`src/bcmr_pkg.sv`:
```
// Package with shared types and constants for the channel map remap table.
package bcmr_pkg;

  localparam int CH_W       = 6;
  localparam int MAP_BITS   = 37;
  localparam int MAP_EXT_W  = 2 ** CH_W;
  localparam int IN_DATA_W  = 40;
  localparam int OUT_DATA_W = 24;
  localparam int OUT_PAD_W  = OUT_DATA_W - 3 * CH_W;

  typedef enum logic [1:0] {
    ST_IDLE,
    ST_SCAN,
    ST_FINISH,
    ST_EMIT
  } state_t;

  typedef enum logic [1:0] {
    SEL_SELF,
    SEL_TABLE,
    SEL_WRAP
  } sel_t;

  typedef struct packed {
    logic [CH_W-1:0] used_cnt;
    logic [CH_W-1:0] fill_ptr;
  } scan_res_t;

endpackage

```
`src/bcmr_ram.sv`:
```
// Generic single-port-write, single-port-read RAM with registered read data.
module bcmr_ram #(
  parameter int WIDTH = 6,
  parameter int DEPTH = 37
) (
  input  logic                     clk,
  input  logic                     we,
  input  logic [$clog2(DEPTH)-1:0] waddr,
  input  logic [WIDTH-1:0]         wdata,
  input  logic                     re,
  input  logic [$clog2(DEPTH)-1:0] raddr,
  output logic [WIDTH-1:0]         rdata
);

  logic [WIDTH-1:0] mem [DEPTH];

  always_ff @(posedge clk) begin
    if (we) begin
      mem[waddr] <= wdata;
    end
    if (re) begin
      rdata <= mem[raddr];
    end
  end

endmodule

```
`src/bcmr_scan.sv`:
```
// Upward scan of the channel map that fills the used list, pending queue and table.
module bcmr_scan #(
  parameter int NUM_CHANNELS = 37
) (
  input  logic                            clk,
  input  logic                            rst,
  input  logic                            start,
  input  logic [bcmr_pkg::MAP_BITS-1:0]   map,
  output logic                            done,
  output bcmr_pkg::scan_res_t             res,
  output logic                            pend_we,
  output logic [$clog2(NUM_CHANNELS)-1:0] pend_waddr,
  output logic [bcmr_pkg::CH_W-1:0]       pend_wdata,
  output logic                            pend_re,
  output logic [$clog2(NUM_CHANNELS)-1:0] pend_raddr,
  input  logic [bcmr_pkg::CH_W-1:0]       pend_rdata,
  output logic                            used_we,
  output logic [$clog2(NUM_CHANNELS)-1:0] used_waddr,
  output logic [bcmr_pkg::CH_W-1:0]       used_wdata,
  output logic                            remap_we,
  output logic [$clog2(NUM_CHANNELS)-1:0] remap_waddr,
  output logic [bcmr_pkg::CH_W-1:0]       remap_wdata
);

  localparam int CW = bcmr_pkg::CH_W;
  localparam int AW = $clog2(NUM_CHANNELS);

  logic                               active;
  logic [CW-1:0]                      ch;
  logic [CW-1:0]                      cnt;
  logic [CW-1:0]                      rd;
  logic [CW-1:0]                      wr;
  logic                               fill_v;
  logic [CW-1:0]                      fill_ch;
  logic [bcmr_pkg::MAP_EXT_W-1:0]     map_ext;
  logic                               bit_set;
  logic                               last_ch;

  assign map_ext = {{(bcmr_pkg::MAP_EXT_W - bcmr_pkg::MAP_BITS){1'b0}}, map};
  assign bit_set = map_ext[ch];
  assign last_ch = (ch == CW'(NUM_CHANNELS - 1));
  assign done    = active && last_ch;

  assign pend_we    = active && !bit_set;
  assign pend_waddr = wr[AW-1:0];
  assign pend_wdata = ch;
  assign pend_re    = active && bit_set && (rd != wr);
  assign pend_raddr = rd[AW-1:0];

  assign used_we    = active && bit_set;
  assign used_waddr = cnt[AW-1:0];
  assign used_wdata = ch;

  assign remap_we    = fill_v;
  assign remap_waddr = pend_rdata[AW-1:0];
  assign remap_wdata = fill_ch;

  assign res.used_cnt = cnt;
  assign res.fill_ptr = rd;

  always_ff @(posedge clk) begin
    if (rst) begin
      active <= 1'b0;
      fill_v <= 1'b0;
      ch     <= '0;
      cnt    <= '0;
      rd     <= '0;
      wr     <= '0;
    end else begin
      fill_v <= pend_re;
      if (start) begin
        active <= 1'b1;
        ch     <= '0;
        cnt    <= '0;
        rd     <= '0;
        wr     <= '0;
      end else if (active) begin
        ch  <= ch + CW'(1);
        cnt <= cnt + CW'(bit_set);
        wr  <= wr + CW'(!bit_set);
        rd  <= rd + CW'(pend_re);
        if (last_ch) begin
          active <= 1'b0;
        end
      end
    end
  end

  always_ff @(posedge clk) begin
    fill_ch <= ch;
  end

endmodule

```
`src/bcmr_emit.sv`:
```
// Output pass that reads the table and used list and streams one word per channel.
module bcmr_emit #(
  parameter int NUM_CHANNELS = 37
) (
  input  logic                               clk,
  input  logic                               rst,
  input  logic                               start,
  input  logic [bcmr_pkg::MAP_BITS-1:0]      map,
  input  bcmr_pkg::scan_res_t                res,
  output logic                               rd_en,
  output logic [$clog2(NUM_CHANNELS)-1:0]    remap_raddr,
  input  logic [bcmr_pkg::CH_W-1:0]          remap_rdata,
  output logic [$clog2(NUM_CHANNELS)-1:0]    used_raddr,
  input  logic [bcmr_pkg::CH_W-1:0]          used_rdata,
  output logic                               done,
  output logic                               busy,
  output logic                               m_axis_tvalid,
  input  logic                               m_axis_tready,
  output logic [bcmr_pkg::OUT_DATA_W-1:0]    m_axis_tdata,
  output logic [0:0]                         m_axis_tuser,
  output logic                               m_axis_tlast
);

  localparam int CW = bcmr_pkg::CH_W;
  localparam int AW = $clog2(NUM_CHANNELS);

  logic                           active;
  logic [CW-1:0]                  k;
  logic [CW-1:0]                  m;
  logic [CW-1:0]                  uidx;
  logic                           p1_valid;
  logic [CW-1:0]                  p1_k;
  bcmr_pkg::sel_t                 p1_sel;
  logic                           p1_last;
  logic                           out_valid;
  logic [CW-1:0]                  out_k;
  logic [CW-1:0]                  out_mapped;
  logic [CW-1:0]                  out_cnt;
  logic                           out_err;
  logic                           out_last;
  logic [bcmr_pkg::MAP_EXT_W-1:0] map_ext;
  logic                           bit_set;
  logic                           last_k;
  logic                           load;
  logic                           issue;
  logic                           no_used;
  bcmr_pkg::sel_t                 sel;
  logic [CW-1:0]                  mapped;
  logic [CW-1:0]                  m_inc;

  assign map_ext = {{(bcmr_pkg::MAP_EXT_W - bcmr_pkg::MAP_BITS){1'b0}}, map};
  assign bit_set = map_ext[k];
  assign last_k  = (k == CW'(NUM_CHANNELS - 1));
  assign no_used = (res.used_cnt == '0);
  assign m_inc   = m + CW'(1);

  assign load  = p1_valid && (!out_valid || m_axis_tready);
  assign issue = active && (!p1_valid || load);
  assign done  = issue && last_k;
  assign busy  = p1_valid;

  assign rd_en       = issue;
  assign remap_raddr = k[AW-1:0];
  assign used_raddr  = m[AW-1:0];

  always_comb begin
    if (bit_set) begin
      sel = bcmr_pkg::SEL_SELF;
    end else if (uidx < res.fill_ptr) begin
      sel = bcmr_pkg::SEL_TABLE;
    end else begin
      sel = bcmr_pkg::SEL_WRAP;
    end
  end

  always_comb begin
    case (p1_sel)
      bcmr_pkg::SEL_SELF:  mapped = p1_k;
      bcmr_pkg::SEL_TABLE: mapped = remap_rdata;
      bcmr_pkg::SEL_WRAP:  mapped = no_used ? '0 : used_rdata;
      default:             mapped = '0;
    endcase
  end

  always_ff @(posedge clk) begin
    if (rst) begin
      active    <= 1'b0;
      p1_valid  <= 1'b0;
      out_valid <= 1'b0;
      k         <= '0;
      m         <= '0;
      uidx      <= '0;
    end else begin
      if (start) begin
        active <= 1'b1;
        k      <= '0;
        m      <= '0;
        uidx   <= '0;
      end else if (issue) begin
        k    <= k + CW'(1);
        uidx <= uidx + CW'(!bit_set);
        m    <= (m_inc == res.used_cnt) ? '0 : m_inc;
        if (last_k) begin
          active <= 1'b0;
        end
      end
      if (issue) begin
        p1_valid <= 1'b1;
      end else if (load) begin
        p1_valid <= 1'b0;
      end
      if (load) begin
        out_valid <= 1'b1;
      end else if (m_axis_tready) begin
        out_valid <= 1'b0;
      end
    end
  end

  always_ff @(posedge clk) begin
    if (issue) begin
      p1_k    <= k;
      p1_sel  <= sel;
      p1_last <= last_k;
    end
    if (load) begin
      out_k      <= p1_k;
      out_mapped <= mapped;
      out_cnt    <= res.used_cnt;
      out_err    <= no_used;
      out_last   <= p1_last;
    end
  end

  assign m_axis_tvalid = out_valid;
  assign m_axis_tdata  = {{bcmr_pkg::OUT_PAD_W{1'b0}}, out_cnt, out_mapped, out_k};
  assign m_axis_tuser  = out_err;
  assign m_axis_tlast  = out_last;

endmodule

```
`src/ble_channel_map_remap_table.sv`:
```
// Top level of the data channel map remap table builder.
//
// A channel map enters on the s_axis channel, one bit per data channel in the
// low bits of the word. The block answers with one m_axis word per channel, in
// ascending channel order, and marks the word for the highest channel with
// tlast. Each word carries the channel, the channel used in its place and the
// number of used channels; tuser flags a map with no used channel, in which
// case every mapped channel is zero.
// A map is taken only while the block is idle. The scan pass steps through the
// channels in ascending order on the pending-queue RAM, the finish state after
// it takes the final table write, and the output pass reads the table RAM one
// entry per cycle while the receiver does not stall. A stall holds the output
// register and the read pipeline behind it; the pass resumes when tready
// returns.
// Reset returns the sequencer to idle; the RAMs need no clearing since every
// entry whose value is used is written earlier in the same map.
module ble_channel_map_remap_table #(
  parameter int NUM_CHANNELS = 37
) (
  input  logic                            clk,
  input  logic                            rst,
  input  logic                            s_axis_tvalid,
  output logic                            s_axis_tready,
  // Fields from bit 0: channel_map[36:0], zero fill.
  input  logic [bcmr_pkg::IN_DATA_W-1:0]  s_axis_tdata,
  output logic                            m_axis_tvalid,
  input  logic                            m_axis_tready,
  // Fields from bit 0: channel_index[5:0], mapped_channel[5:0], used_count[5:0], zero fill.
  output logic [bcmr_pkg::OUT_DATA_W-1:0] m_axis_tdata,
  // Fields from bit 0: no_used_error.
  output logic [0:0]                      m_axis_tuser,
  output logic                            m_axis_tlast
);

  localparam int CW = bcmr_pkg::CH_W;
  localparam int AW = $clog2(NUM_CHANNELS);

  bcmr_pkg::state_t             state;
  bcmr_pkg::state_t             state_next;
  logic [bcmr_pkg::MAP_BITS-1:0] map;
  logic                         accept;
  logic                         scan_done;
  logic                         emit_start;
  logic                         emit_done;
  logic                         emit_busy;
  bcmr_pkg::scan_res_t          res;

  logic          pend_we;
  logic [AW-1:0] pend_waddr;
  logic [CW-1:0] pend_wdata;
  logic          pend_re;
  logic [AW-1:0] pend_raddr;
  logic [CW-1:0] pend_rdata;
  logic          used_we;
  logic [AW-1:0] used_waddr;
  logic [CW-1:0] used_wdata;
  logic [AW-1:0] used_raddr;
  logic [CW-1:0] used_rdata;
  logic          remap_we;
  logic [AW-1:0] remap_waddr;
  logic [CW-1:0] remap_wdata;
  logic [AW-1:0] remap_raddr;
  logic [CW-1:0] remap_rdata;
  logic          rd_en;

  assign accept = s_axis_tvalid && s_axis_tready;

  always_ff @(posedge clk) begin
    if (rst) begin
      state <= bcmr_pkg::ST_IDLE;
    end else begin
      state <= state_next;
    end
  end

  always_comb begin
    state_next    = state;
    s_axis_tready = 1'b0;
    emit_start    = 1'b0;
    case (state)
      bcmr_pkg::ST_IDLE: begin
        s_axis_tready = !emit_busy;
        if (s_axis_tvalid && !emit_busy) begin
          state_next = bcmr_pkg::ST_SCAN;
        end
      end
      bcmr_pkg::ST_SCAN: begin
        if (scan_done) begin
          state_next = bcmr_pkg::ST_FINISH;
        end
      end
      bcmr_pkg::ST_FINISH: begin
        emit_start = 1'b1;
        state_next = bcmr_pkg::ST_EMIT;
      end
      bcmr_pkg::ST_EMIT: begin
        if (emit_done) begin
          state_next = bcmr_pkg::ST_IDLE;
        end
      end
      default: begin
        state_next = bcmr_pkg::ST_IDLE;
      end
    endcase
  end

  always_ff @(posedge clk) begin
    if (accept) begin
      map <= s_axis_tdata[bcmr_pkg::MAP_BITS-1:0];
    end
  end

  bcmr_scan #(
    .NUM_CHANNELS(NUM_CHANNELS)
  ) u_scan (
    .clk         (clk),
    .rst         (rst),
    .start       (accept),
    .map         (map),
    .done        (scan_done),
    .res         (res),
    .pend_we     (pend_we),
    .pend_waddr  (pend_waddr),
    .pend_wdata  (pend_wdata),
    .pend_re     (pend_re),
    .pend_raddr  (pend_raddr),
    .pend_rdata  (pend_rdata),
    .used_we     (used_we),
    .used_waddr  (used_waddr),
    .used_wdata  (used_wdata),
    .remap_we    (remap_we),
    .remap_waddr (remap_waddr),
    .remap_wdata (remap_wdata)
  );

  bcmr_ram #(
    .WIDTH(CW),
    .DEPTH(NUM_CHANNELS)
  ) u_pend_ram (
    .clk   (clk),
    .we    (pend_we),
    .waddr (pend_waddr),
    .wdata (pend_wdata),
    .re    (pend_re),
    .raddr (pend_raddr),
    .rdata (pend_rdata)
  );

  bcmr_ram #(
    .WIDTH(CW),
    .DEPTH(NUM_CHANNELS)
  ) u_used_ram (
    .clk   (clk),
    .we    (used_we),
    .waddr (used_waddr),
    .wdata (used_wdata),
    .re    (rd_en),
    .raddr (used_raddr),
    .rdata (used_rdata)
  );

  bcmr_ram #(
    .WIDTH(CW),
    .DEPTH(NUM_CHANNELS)
  ) u_remap_ram (
    .clk   (clk),
    .we    (remap_we),
    .waddr (remap_waddr),
    .wdata (remap_wdata),
    .re    (rd_en),
    .raddr (remap_raddr),
    .rdata (remap_rdata)
  );

  bcmr_emit #(
    .NUM_CHANNELS(NUM_CHANNELS)
  ) u_emit (
    .clk           (clk),
    .rst           (rst),
    .start         (emit_start),
    .map           (map),
    .res           (res),
    .rd_en         (rd_en),
    .remap_raddr   (remap_raddr),
    .remap_rdata   (remap_rdata),
    .used_raddr    (used_raddr),
    .used_rdata    (used_rdata),
    .done          (emit_done),
    .busy          (emit_busy),
    .m_axis_tvalid (m_axis_tvalid),
    .m_axis_tready (m_axis_tready),
    .m_axis_tdata  (m_axis_tdata),
    .m_axis_tuser  (m_axis_tuser),
    .m_axis_tlast  (m_axis_tlast)
  );

`ifndef SYNTH
  a_scan_done_in_scan: assert property (@(posedge clk) disable iff (rst)
    scan_done |-> state == bcmr_pkg::ST_SCAN)
    else $error("scan finished outside the scan state");

  a_no_table_write_in_emit: assert property (@(posedge clk) disable iff (rst)
    remap_we |-> state != bcmr_pkg::ST_EMIT && state != bcmr_pkg::ST_IDLE)
    else $error("table written while it is being read out");

  a_reads_only_in_emit: assert property (@(posedge clk) disable iff (rst)
    rd_en |-> state == bcmr_pkg::ST_EMIT)
    else $error("table read issued outside the output pass");
`endif

endmodule

```
`config.mk`:
```
export PLATFORM = sky130hd
export DESIGN_NAME = ble_channel_map_remap_table
export DESIGN_NICKNAME = d
export VERILOG_FILES = /design/src/bcmr_pkg.sv /design/src/bcmr_ram.sv /design/src/bcmr_scan.sv /design/src/bcmr_emit.sv /design/src/ble_channel_map_remap_table.sv
export SDC_FILE = /design/constraint.sdc
export NUM_CORES = 1
export LEC_CHECK = 0
export BUFFER_PORTS_ARGS = -buffer_cell sky130_fd_sc_hd__buf_4
export CAP_MARGIN = 10
export CORE_MARGIN = 1
export CORE_UTILIZATION = 50
export DETAILED_ROUTE_END_ITERATION = 12
export PLACE_DENSITY = 0.68
export SLEW_MARGIN = 30
export SYNTH_ARGS = -nofsm -noshare
export SYNTH_HDL_FRONTEND = slang
export SYNTH_HIERARCHICAL = 1
export SYNTH_SLANG_ARGS = --single-unit
```
`constraint.sdc`:
```
create_clock -name clk -period 4.1 [get_ports clk]
set_clock_uncertainty 0.05 [all_clocks]
set_input_delay 0 -clock clk [delete_from_list [all_inputs] [get_ports clk]]
set_output_delay 0 -clock clk [all_outputs]
set_load 0.03 [all_outputs]
```
==> results.cfg, run 1 <==
[worst_setup_path]
worstPathCellList = mux4_1 -> mux2i_1 -> nand3b_1 -> a41oi_4 -> and2_1 -> nor2b_1 -> nand2_1 -> nor2_1
critPathLaunchType = flip-flop
worstSetupPathType = flip-flop to flip-flop
cp.required_ns = 4.31
slowest_stage = mux4_1
cp_max_fo = 13
endpoint_kind = flip-flop
path_buf_inv = 0
arrival_ns = 3.66
max_stage_delay_ns = 0.57
path_delay_family = simple AND/OR/NAND/NOR gates

[clocking]
cts_resized = 0
numCtsBuffers = 81
path_clk_slew_ns = 0.06
clock_latency_ns = 0.62
cts_tree = built
clock_path_buffers = 3
cts.htree.levels = 3
cts_root_buffer = clkbuf_16
cts.sink_count = 805

[routing]
num_vias = 18100
viasPerCell = 5.92
antenna_left = 0
drt_iter0_markers = 1770
wl_per_cell_um = 23.5
first_pass_iters = 8
drt_wl_total_mm = 71.9
drc = 0

[flow_run]
maxCapViolCount = 0

[synthesis]
avgSynthCellArea_um2 = 16.4
synth-main-ff-cell = edfxtp_1
synth_cell_types = 65
netlist.area_leader.share_pct = 67.5
synth_enable_flop_cells = 750
syn_area_um2 = 33400
async_reset_ff_share_pct = 0
yosysTopAreaCell = edfxtp_1
synthTopCellsByArea = edfxtp_1 (67%), mux2i_1 (9.1%), dfxtp_1 (3.3%)
ys_warn_count = 6
ys_seq_elements = 805
ys_seq_area_share_pct = 70.7
syn_inst = 2037

[placement]
gp_congestion = 0.833
dpl.hpwl_mm = 44.9
port_buffers = 62
place_area_um2 = 34300

[global_routing]
grt-ovfl-total = 0
grt_pass1_wl_mm = 109
antenna_found_initial = 1
grt_pass1_vias = 18100
grt_max_degree = 107
grt_usage_pct = 21.3

[layout]
drive_gt1_share_pct = 13.8
fin_area_um2 = 37200
layout_common_cells = edfxtp_1 (750), mux2i_1 (303), nor2_1 (162)
final_nets = 2201
area_growth_pct = 11.5
final_common_cell = edfxtp_1
post-route-util_pct = 56.5

[power_and_ir_drop]
p_leak_uw = 0.0117
vdd_ir_drop_max_mv = 0.378
powerDensity_nw_per_um2 = 500

[die]
io_pins = 72
initial_core_util_pct = 50.7
die_y_um = 260
num_rows = 94
die_x_um = 260
core_um2 = 65900
die_area_um2 = 67800

[sta]
drv_slew = 0
maxSlewHeadroom_pct = 37.1
setup_violations = 0
finalHoldViolCount = 0
rsz0062_at_grt = no
final.setup.tns_ns = 0
clock.fmax_mhz = 290
timing.final.crit_share_pct = 84.1
hold_ws_ns = 0.0475
period_minus_slack_ns = 3.45
worst_slew_pin_slew_ns = 0.943

[worst_hold_path]
min_path_type = input port to flip-flop

[run_status]
status = finished, final reports clean
[synthesized netlist by cell type (all sizes together), types with 2 or more instances]
library cell / number
a21oi: 52
a221oi: 36
a22o: 36
a22oi: 72
a31oi: 11
and2: 8
and3: 2
buf: 109
clkbuf: 27
dfxtp: 55
edfxtp: 750
ha: 23
inv: 23
mux2: 22
mux2i: 303
mux4: 33
nand2: 74
nand2b: 19
nand3: 23
nand3b: 6
nand4: 20
nand4b: 4
nor2: 163
nor2b: 27
nor3: 8
nor3b: 2
nor4: 3
o2111ai: 2
o211ai: 3
o21ai: 14
o22ai: 23
o41ai: 19
or2: 5
or3: 8
or3b: 3
xnor2: 10
xor2: 26
[repair_timing]
action / in CTS / in global routing
hold endpoints to repair: 45 / 0
hold buffers: 43 / 0
setup buffers: 0 / 0
[cell families after synthesis]
kind of cell               after synthesis  share of synthesized area [%]
and+or+nand+nor                        380                           5.40
AOI/OAI and AO/OA                      275                           6.49
adders and majority gates               23                          0.862
buffers and inverters                  159                           3.41
other                                    1                         0.0112
muxes                                  358                           12.1
xor gates and xnor gates                36                          0.944
DFF                                    805                           70.7
[per-layer routing]
layer  global-route usage [%]  up-vias  routed length [um]
met3                     3.42       93                5160
met4                     6.63        0                1500
met5                        0        -                   0
li1                         -     8138                   -
met1                     30.3     9185               31300
met2                     33.8      709               34000
[registers in the layout, indices dropped and copies added (netlist names), 37 cells and up]
name             count
u_remap_ram/mem    222
map                 37
u_used_ram/mem     222
u_pend_ram/mem     222
[path summary, 6_finish.rpt]
kind	start	to	slack [ns]	cells past startpoint
max	u_scan/pend_wdata[0]	u_pend_ram/mem[1][0]	0.65	8
min	s_axis_tdata[2]	map[2]	0.05	2
max reg2reg	u_scan/pend_wdata[0]	u_pend_ram/mem[1][0]	0.65	8
min reg2reg	u_scan/pend_wdata[4]	u_scan/remap_wdata[4]	0.36	0
[metrics by stage]
stage          cells  power [uW]  worst slack [ns]
2_1_floorplan   2042       11200             0.628
3_3_place_gp    2872       11700             0.759
3_5_place_dp    2872       11700             0.682
4_1_cts         3063       18800             0.674
5_1_grt         3063       19300             0.390
6_report        3064       18600             0.653
[worst register-to-register path, delay by kind of cell (launching register included)]
kind / cells / cell delay (ns)
compound gates: 1 / 0.24
mux: 2 / 0.75
simple gates: 5 / 1.58
flops: 1 / 0.47
[power by group]
group	leakage [uW]	switching, uW	internal, uW
clock network	0.00122	2980	4030
registers	0.00741	217	9270
logic	0.00302	1220	901
total	0.0117	4420	14200
[final cells by class]
class / count / area, um2
Timing Repair Buffer: 145 / 1220
Inverter: 23 / 86.3
Fill cell: 5046 / 28600
Multi-Input combinational cell: 1078 / 8670
Sequential cell: 805 / 23600
Clock buffer: 108 / 2200
Antenna cell: 1 / 2.50
Tap cell: 864 / 1080
Clock inverter: 40 / 309
(Power assumes the default switching activity.)
==> inputs of run 2 (changes only) <==
--- a/config.mk
+++ b/config.mk
@@ -5,6 +5,7 @@
 export SDC_FILE = /design/constraint.sdc
 export NUM_CORES = 1
 export LEC_CHECK = 0
+export ABC_AREA = 1
 export BUFFER_PORTS_ARGS = -buffer_cell sky130_fd_sc_hd__buf_4
 export CAP_MARGIN = 10
 export CORE_MARGIN = 1
==> constraint.sdc (replaced) <==
create_clock -name clk -period 3.35 [get_ports clk]
set_clock_uncertainty 0.05 [all_clocks]
set_input_delay 0 -clock clk [delete_from_list [all_inputs] [get_ports clk]]
set_output_delay 0 -clock clk [all_outputs]
set_load 0.03 [all_outputs]
==> run 2 against run 1 <==
  * First-iteration DRC count up 53%
  * Largest power group unchanged
  * Setup slack worse by 0.57 ns
  * Total power increased by 34%
==> results.cfg, run 2 <==
[layout]
area_growth_pct = 12.0
final_nets = 3245
largestRegisters = u_pend_ram/mem (222), u_remap_ram/mem (222), u_used_ram/mem (222)
stdcell_count = 4116
drive_gt1_share_pct = 9.19
diodes = 0
final_common_cell = nand2_1
nFillCells = 5379
layout_common_cells = nand2_1 (915), edfxtp_1 (750), nand3_1 (556)
fin_area_um2 = 38200

[power_and_ir_drop]
vdd_ir_drop_max_mv = 0.532
powerDensity_nw_per_um2 = 651
p_leak_uw = 0.0137

[global_routing]
antenna_found_initial = 1
grt_pass1_wl_mm = 128
grt_pass1_vias = 22700
grt_usage_pct = 23.9
grt-ovfl-total = 0
grt_max_degree = 109

[clocking]
cts.sink_count = 805
cts_tree = built
path_clk_slew_ns = 0.06
cts.htree.levels = 3
cts_root_buffer = clkbuf_16
clock_latency_ns = 0.64
numCtsBuffers = 83
clock_path_buffers = 3

[synthesis]
async_reset_ff_share_pct = 0
syn_area_um2 = 34100
avgSynthCellArea_um2 = 11.0
ys_seq_area_share_pct = 69.2
ys_seq_elements = 805
synthTopCellsByCount = nand2_1 (915), edfxtp_1 (750), nand3_1 (556)
synthTopCellsByArea = edfxtp_1 (66%), nand2_1 (10%), nand3_1 (8.2%)
yosysTopAreaCell = edfxtp_1
ys_warn_count = 6
synth_enable_flop_cells = 750
yosysMostFrequentCell = nand2_1
netlist.area_leader.share_pct = 66.0
syn_inst = 3105
synth_cell_types = 39
synth-main-ff-cell = edfxtp_1

[flow_run]
maxCapViolCount = 0

[worst_hold_path]
whs_path_depth = 2
min_path_type = input port to flip-flop

[worst_setup_path]
cp_max_fo = 20
reg2reg_setup_slack_ns = 0.09
critPathLaunchType = flip-flop
rr_worst_depth = 15
cp.required_ns = 3.57
worstSetupPathType = flip-flop to flip-flop
endpoint_kind = flip-flop
arrival_ns = 3.48

[sta]
hold_ws_ns = 0.0327
timing.final.crit_share_pct = 97.4
worst_slew_pin_slew_ns = 0.964
drv_slew = 0
setup_violations = 0
clock.fmax_mhz = 306
period_minus_slack_ns = 3.26
finalHoldViolCount = 0
rsz0062_at_grt = yes
maxSlewHeadroom_pct = 35.7

[routing]
wl_per_cell_um = 20.3
antenna_left = 0
first_pass_iters = 8
num_vias = 23600
drt_iter0_markers = 2701
drc = 0
viasPerCell = 5.73
drt_wl_total_mm = 83.5

[placement]
place_area_um2 = 35100
placed_cells = 3919
gp_congestion = 0.896
port_buffers = 62
dpl.hpwl_mm = 51.2

[die]
core_um2 = 67400
die_x_um = 263
die_y_um = 263
io_pins = 72
num_rows = 95
die_area_um2 = 69300
initial_core_util_pct = 50.6

[run_status]
status = finished, final reports clean
[run 2: cell types whose count changed in the layout (fill, tap and decap cells not counted), sizes merged, moves of 33 or more]
cell / previous run / this run
mux2i: 303 / 0
inv: 24 / 159
a22o: 36 / 0
nand3: 23 / 560
nor2: 163 / 234
mux4: 33 / 0
o21ai: 14 / 66
a221oi: 36 / 0
a22oi: 72 / 0
nand2: 74 / 917
[run 2: worst paths after layout]
check / from / endpoint
worst min-delay path: s_axis_tdata[16] / map[16]
worst max register to register: u_scan/pend_wdata[0] / u_pend_ram/mem[10][2]
worst min register to register: u_scan/pend_wdata[0] / u_scan/remap_wdata[0]
worst max-delay path: u_scan/pend_wdata[0] / u_pend_ram/mem[10][2]
[run 2: where the power goes]
part           total, uW  switching (uW)  internal [uW]
Combinational       4280            3080           1200
Sequential         11800             332          11400
Clock               8830            3720           5110
[run 2: cell type report]
class	instances	area, um2	area share, %
tap	873	1090	2.86
sequential	805	23600	61.9
multi-input combinational	1969	8910	23.3
inverter	156	598	1.56
timing repair buffer	163	1390	3.62
clock inverter	30	249	0.651
clock buffer	120	2350	6.15
[run 2: repair_timing]
action / 4_1_cts / 5_1_grt
hold buffers: 40 / 0
setup endpoints to repair: 24 / 216
gates resized for setup: 1 / 21
hold endpoints to repair: 79 / 0
buffers inserted: 0 / 6
pin swaps: 0 / 3
[run 2: metrics by stage]
step / worst slack (ns) / util [%] / power, uW / TNS, ns
detailed placement: -0.00335 / 52.1 / 16100 / -0.0197
global route: -0.180 / 56.7 / 25900 / -4.74
global placement: 0.0751 / 52.1 / 16000 / 0
CTS: -0.0204 / 56.5 / 24900 / -0.484
floorplan: 0.0272 / - / 14900 / 0
finish: 0.0870 / 56.7 / 24900 / 0
[run 2: cells by family after synthesis]
| family | after synthesis | synth area share (%) |
|---|---|---|
| AOI/OAI and AO/OA | 153 | 2.67 |
| xor gates and xnor gates | 5 | 0.128 |
| adders and majority gates | 23 | 0.843 |
| buffers and inverters | 336 | 4.95 |
| DFF | 805 | 69.2 |
| other | 1 | 0.0110 |
| and+or+nand+nor | 1782 | 22.2 |
[run 2: per-layer routing]
layer | up-vias | GRT usage (%) | routed length (um)
met4 | 2 | 8.00 | 2330
met2 | 1196 | 37.8 | 38400
met1 | 11300 | 34.1 | 35400
met5 | - | 0 | 13
met3 | 172 | 3.61 | 7310
li1 | 10900 | - | -
[run 2: worst max-delay path, cell delays in order, from the launching register on]
cell and delay (ns):
dfxtp_4 0.38, inv_2 0.28, nand2_1 0.09, nand3_1 0.08, nand2_1 0.06, nand2_1 0.05, nand2_1 0.05, nor2_1 0.10
nand2_1 0.06, nand3_1 0.10, nand2_2 0.11, buf_4 0.17, nor2_1 0.33, buf_4 0.23, nand3_1 0.27, nor2_1 0.50
